==> src/hdl/wmia_pkg.sv <==
// Package for the width-masked integer ALU: opcodes, transfer structs, helpers.
// No dependencies.
`default_nettype none
package wmia_pkg;

    localparam int WMIA_DATA_WIDTH = 64;

    localparam logic [5:0] OP_NOT    = 6'd0;
    localparam logic [5:0] OP_ABS    = 6'd1;
    localparam logic [5:0] OP_TRUNC  = 6'd2;
    localparam logic [5:0] OP_CLZ    = 6'd3;
    localparam logic [5:0] OP_CTZ    = 6'd4;
    localparam logic [5:0] OP_BSWAP  = 6'd5;
    localparam logic [5:0] OP_SLP    = 6'd6;
    localparam logic [5:0] OP_PREINC = 6'd7;
    localparam logic [5:0] OP_POSTINC = 6'd8;
    localparam logic [5:0] OP_PREDEC = 6'd9;
    localparam logic [5:0] OP_POSTDEC = 6'd10;
    localparam logic [5:0] OP_ADD    = 6'd11;
    localparam logic [5:0] OP_SUB    = 6'd12;
    localparam logic [5:0] OP_MUL    = 6'd13;
    localparam logic [5:0] OP_SDIV   = 6'd14;
    localparam logic [5:0] OP_UDIV   = 6'd15;
    localparam logic [5:0] OP_SREM   = 6'd16;
    localparam logic [5:0] OP_UREM   = 6'd17;
    localparam logic [5:0] OP_XOR    = 6'd18;
    localparam logic [5:0] OP_AND    = 6'd19;
    localparam logic [5:0] OP_OR     = 6'd20;
    localparam logic [5:0] OP_LSR    = 6'd21;
    localparam logic [5:0] OP_ASR    = 6'd22;
    localparam logic [5:0] OP_SHL    = 6'd23;
    localparam logic [5:0] OP_ROL    = 6'd24;
    localparam logic [5:0] OP_ROR    = 6'd25;
    localparam logic [5:0] OP_SUBREG = 6'd26;
    localparam logic [5:0] OP_POSTMOD = 6'd27;
    localparam logic [5:0] OP_PREMOD = 6'd28;
    localparam logic [5:0] OP_MADD   = 6'd29;
    localparam logic [5:0] OP_ZEXT   = 6'd30;
    localparam logic [5:0] OP_SEXT   = 6'd31;

    typedef enum logic [1:0] {
        SEL_VALUE,
        SEL_QUO,
        SEL_REM
    } sel_t;

    // Side data that travels alongside the divider.
    typedef struct packed {
        sel_t        sel;
        logic        neg;
        logic        ok;
        logic [1:0]  width_code;
        logic [63:0] value;
    } side_t;

    typedef struct packed {
        logic [63:0] n;
        logic [63:0] d;
    } div_in_t;

    function automatic logic [63:0] wmia_low_mask(input logic [6:0] n);
        logic [63:0] r;
        if (n[6]) begin
            r = '1;
        end else begin
            r = (64'd1 << n[5:0]) - 64'd1;
        end
        return r;
    endfunction

    function automatic logic [6:0] wmia_bits(input logic [1:0] code);
        return 7'd8 << code;
    endfunction

    function automatic logic [63:0] wmia_width_mask(input logic [1:0] code);
        return wmia_low_mask(wmia_bits(code));
    endfunction

endpackage
`default_nettype wire

==> src/hdl/wmia_back.sv <==
// Back stage: pick the result, apply the divide sign, mask to width (zero if not ok).
// Depends on wmia_pkg.
`default_nettype none
module wmia_back import wmia_pkg::*; #(
    parameter int DATA_WIDTH = WMIA_DATA_WIDTH
) (
    input  wire logic                  aclk,
    input  wire logic                  aresetn,
    input  wire logic                  en,
    input  wire logic                  in_valid,
    input  side_t                      in_side,
    input  wire logic [DATA_WIDTH-1:0] quo,
    input  wire logic [DATA_WIDTH-1:0] rem,
    output logic                       out_valid,
    output logic [DATA_WIDTH-1:0]      out_value,
    output logic                       out_ok
);

    logic                  valid_reg;
    logic [DATA_WIDTH-1:0] value_reg, value_next;
    logic                  ok_reg;

    always_comb begin
        logic [DATA_WIDTH-1:0] v;
        case (in_side.sel)
            SEL_QUO: v = quo;
            SEL_REM: v = rem;
            default: v = DATA_WIDTH'(in_side.value);
        endcase
        if (in_side.sel != SEL_VALUE && in_side.neg) v = '0 - v;
        value_next = in_side.ok ? (v & DATA_WIDTH'(wmia_width_mask(in_side.width_code))) : '0;
    end

    always_ff @(posedge aclk) begin
        if (!aresetn) begin
            valid_reg <= 1'b0;
        end else if (en) begin
            valid_reg <= in_valid;
        end
    end

    always_ff @(posedge aclk) begin
        if (en) begin
            value_reg <= value_next;
            ok_reg    <= in_side.ok;
        end
    end

    assign out_valid = valid_reg;
    assign out_value = value_reg;
    assign out_ok    = ok_reg;

endmodule
`default_nettype wire

==> config.mk <==
export PLATFORM = sky130hd
export DESIGN_NAME = wmia_back
export DESIGN_NICKNAME = d
export VERILOG_FILES = /design/src/hdl/wmia_pkg.sv /design/src/hdl/wmia_back.sv
export SDC_FILE = /design/constraint.sdc
export NUM_CORES = 1
export LEC_CHECK = 0
export ABC_AREA = 1
export BUFFER_PORTS_ARGS = -buffer_cell sky130_fd_sc_hd__buf_2
export CORE_MARGIN = 1
export CORE_UTILIZATION = 53
export CTS_CLUSTER_SIZE = 20
export DETAILED_ROUTE_END_ITERATION = 10
export PLACE_DENSITY_LB_ADDON = 0.1
export SLEW_MARGIN = 10
export SYNTH_ARGS = -nofsm -noshare
export SYNTH_HDL_FRONTEND = slang
export SYNTH_SLANG_ARGS = --single-unit
==> constraint.sdc <==
create_clock -name aclk -period 6.5 [get_ports aclk]
set_input_delay 1.3 -clock aclk [delete_from_list [all_inputs] [get_ports aclk]]
set_output_delay 1.3 -clock aclk [all_outputs]
set_load 0.05 [all_outputs]
Word-level counts from Yosys, hierarchy flattened
Index checks and enable logic that the tools add are counted.
- logic and storage cells: 15
- output and inout port bits: 66
- bits in latches: 0
- ROM bits: 0
- register bits: 66
- input port bits: 202
- bits in writable memories: 0
- memories kept: 0
- multiply operators: 0
- multiplexer cells: 3
- add/sub/neg operators: 2
- div/mod/pow operators: 0
- bitwise operators: 1
- reduce and logical (&&, ||, !) cells: 2
- equal/unequal tests: 2
- order comparisons: 0
- shift operators: 2
- operator list (cell ; number):
    $mux 64 ; 2
    $pmux 64 s2 ; 1
    $and 64x64->64 ; 1
    $shl 1x6->64 const A ; 1
    $sub 1x64->64 const A ; 1
    $sub 64x1->64 const B ; 1
    $shl 4x2->7 const A ; 1
    $eq 2x1->1 const B ; 1
    $eq 2x2->1 const B ; 1
    $reduce_bool 2->1 ; 1
    $logic_and 1x1->1 ; 1

Longest topological paths before layout
- word-level depth: 5
- gate-level depth with buffers: 17
- gate-level depth less buffers: 16

Worst setup path before layout
Ideal clock, no wire load.
- path type: input-to-reg
- from: input port in_side[68] in the netlist's numbering
- to: register value_reg[52], in the netlist out_value[52], data pin
- path slack: 3.140 ns
- path buffers: 1
- arrival time: 3.106 ns
- stages on the path: 15
- required time: 6.245 ns
- setup time: 0.255 ns
- cell sequence: inv_1 -> ha_1 -> buf_6 -> or2_2 -> nand2_2 -> ha_1 -> inv_1 -> nor2_1 -> nand2_2 -> nand2_1 -> nand2_1 -> nor2_1 -> nand3_1 -> nand2_1 -> nor2_1
- longest elaborated chain between the ends: 5
- elaborated cells between the ends (all ways): 8
- those cells by class: add/sub: 1; eq/ne: 2; mux: 2; bitwise: 1; reduce/logical: 2
- ends and longest elaborated chain (item ; RTL line ; RTL):
    start, declared ; wmia_back.sv:11 ; input side_t in_side,
    $eq 2x2->1 or $eq 2x1->1 (tied branches) ; wmia_back.sv:25 ; case (in_side.sel)
    $pmux 64 s2 ; wmia_back.sv:25 ;
    $sub 1x64->64 ; wmia_back.sv:30 ; if (in_side.sel != SEL_VALUE && in_side.neg) v = '0 - v;
    $mux 64 (*) ; wmia_back.sv:30 ;
    $and 64x64->64 (*) ; wmia_back.sv:31 ; value_next = in_side.ok ? (v & DATA_WIDTH'(wmia_width_mask(in_side.width_code))) : '0;
    end signal, assigned ; wmia_back.sv:44 ; value_reg <= value_next;
    end, declared ; wmia_back.sv:20 ; logic [DATA_WIDTH-1:0] value_reg, value_next;
Every way passes the cells marked *; elsewhere a longest branch is shown, timed or not.
A chain may end at the register's enable or synchronous reset.

Final worst setup path
Same ends and word-level chain as after synthesis.

==> impl_results.md <==
* Cts-stage hold buffer count at 0
* Sequential-to-total area share from yosys stat at 0.320
* Layout area overhead at 25.9%
* Routability cong. at 0.972
* Die W at 110 um
* Fin nets at 1434
* Routed Antenna Nets at 0
* Hold crit path type: flip-flop to flip-flop
* Syn Nets at 1192
* Multi-input logic area at 0.00385 mm^2
* Row count at 39
* CP max stage cell: ha_2
* Max Freq at 250 MHz
* DP HPWL at 17300 um
* CTS max path bufs at 2
* Mapped Cells at 986
* XOR/XNOR share of the synthesized area at 0.00994
* Final hold vios at 0
* CTS Root Cell: clkbuf_16
* Worst path bufs/invs at 3
* Number of remaining DRC errors at 0
* Worst skew pair latency at 330 ps
* First-pass GRT wire length at 33600 um
* Synthesized area at 0.00617 mm^2
* Status: completed
* DR vias/cell at 5.50
* PwrDens at 211 mW/mm^2
* Worst r2r src: out_valid
* WL/cell at 15.9 um
* Clk sinks at 66
* Number of CTS-inserted buffers at 9
* Max incr delay on CP at 990 ps
* Total Power at 0.00164 W
* Commonest cells after routing, fill and taps aside: nand2_1, buf_2, nor2_1
* R2r setup slk at 5820 ps
* Synth unique cells at 31
* Worst Tran Pin Value at 1170 ps
* CP Cell Sequence: buf_2, inv_1, ha_2, nand2_1, nand3_1, nand2_2, ha_1, inv_1, nor2_1, nand2_2, nand2_1, nand2_1, nor2_1, a21oi_1, nor2_1
* Syn_area_per_cell at 6.25 um^2
* CP Class: input port to flip-flop
* Cell family with most CP delay: adder cells
* # fillers at 1075
* IO Port Bufs at 267
* Non-Filler Instances at 1382
* Startpoint type of the worst setup path: input port
* H-tree levels at 3
* Ratio of cells with drive above 1 in the final layout at 0.294
* Register Area at 0.00197 mm^2
* Postcts setup bufs at 0
* Leakage power at 3.56 nW
* CP required at 6580 ps
* Final setup fails at 0
* Worst endpoint data arrival time at 4080 ps
* Synth Area in Simple Gates at 0.537
* Min Clock Period, post-route at 3990 ps
* Fin crit share at 0.614
* Maxcap violations at 0
* Post-cts gate resize count at 0
* Commonest non-fill, non-tap cell in the layout: nand2_1
* Worst rel slew slack at 0.218
* Fin Hold WS at 562 ps
* Post-synth top area cell: edfxtp_1
* Dpl cells at 1360
* Critical path origin: in_side[68]
* GRT Util Overall at 0.372
* Yosys top cell area share at 0.317
* Mux cell area share after synthesis at 0
* Grt ovf at 0
* Initial antenna violation count at 5
* Setup_tns at 0 ps
* I/O Pins at 268
* RSZ-0062 raised after global routing: no
* Core Footprint at 0.0114 mm^2
* Post-synthesis compound-gate area fraction at 0.0649
* Adder-Cell Fraction of Synth Area at 0.00812
* CTS tree: done
* Largest family of logic cells by synthesized area: simple AND/OR/NAND/NOR gates
* Routed via count at 7600
* CP max FO at 64
* Starting density of the core at 0.542
* Worst hold start: out_valid
* Final WL at 22000 um
* Die H at 110 um
* Die area at 0.0121 mm^2
* Worst Setup End Kind: flip-flop
* DRT Pass-1 Iters at 5
* DR iter-0 viols at 818
* Max IR drop VDD at 174 uV
* Number of synthesis warnings at 0
* Worst clock skew at 0 ps
* Largest cells by area after synthesis: edfxtp_1, nand2_1, nor2_1
* Clock Pin Slew Worst Setup and Hold Paths at 50 ps
* Vias in the first global route at 6709
* Largest net degree at the start of global routing at 129
* #FFs+latches synth at 66
* Max Transition Viols Final at 0
## worst reg2reg max path, stage by stage, from the launching register on
cell and delay, ps:
dfxtp_1 300, o21ai_0 170, a21oi_1 60
## path summary, 6_finish.rpt
check | endpoint | depth (start not counted)
max reg2reg | out_valid | 2
min reg2reg | out_valid | 2
min | out_valid | 2
max | out_value[52] | 15
## Yosys cell counts (all sizes together)
library cell,instances
a21boi,4
a21oi,39
and2,5
buf,34
clkbuf,5
dfxtp,1
edfxtp,65
ha,4
inv,26
nand2,421
nand3,97
nand3b,1
nor2,177
nor3,5
o211ai,1
o21ai,32
o31ai,1
or2,61
xnor2,2
xor2,5
## metrics by stage
step / worst slack [ps] / area, um^2 / util
after floorplan: 3140 / 6170 / -
after global placement: 2270 / 7460 / 0.656
after detailed placement: 2220 / 7460 / 0.656
after CTS: 2560 / 7750 / 0.681
after global routing: 2230 / 7760 / 0.683
final: 2510 / 7760 / 0.683
## state kept, by name, indices dropped and copies added, names as in the netlist
signal     count
out_ok         1
out_valid      1
out_value     64
## cell families (layout without fill, tap and decap cells)
kind of cell / count (synthesis) / after routing
simple gates: 767 / 767
buf+inv: 65 / 312
fa+ha+maj: 4 / 4
compound gates: 77 / 77
other cells: 0 / 6
flops: 66 / 66
xor+xnor: 7 / 7
## power by group
group | internal [W] | switching, W | leakage, nW
Clock | 0.000296 | 0.000194 | 0.136
Sequential | 0.000510 | 0.00000989 | 0.630
Combinational | 0.000180 | 0.000448 | 2.79
## routing by layer
| metal | vias to the layer above | part of all wire | track usage |
|---|---|---|---|
| li1 | 3661 | - | - |
| met1 | 3434 | 0.41 | 0.513 |
| met2 | 438 | 0.44 | 0.568 |
| met3 | 67 | 0.10 | 0.0670 |
| met4 | 0 | 0.039 | 0.157 |
| met5 | - | 0 | 0 |
## area by class of cell
| type | instances | area share |
|---|---|---|
| Timing Repair Buffer | 270 | 0.175 |
| Inverter | 26 | 0.0126 |
| Sequential cell | 66 | 0.254 |
| Clock inverter | 5 | 0.00709 |
| Antenna cell | 6 | 0.00193 |
| Multi-Input combinational cell | 855 | 0.496 |
| Tap cell | 143 | 0.0230 |
| Clock buffer | 11 | 0.0300 |
(Power assumes the default switching activity.)
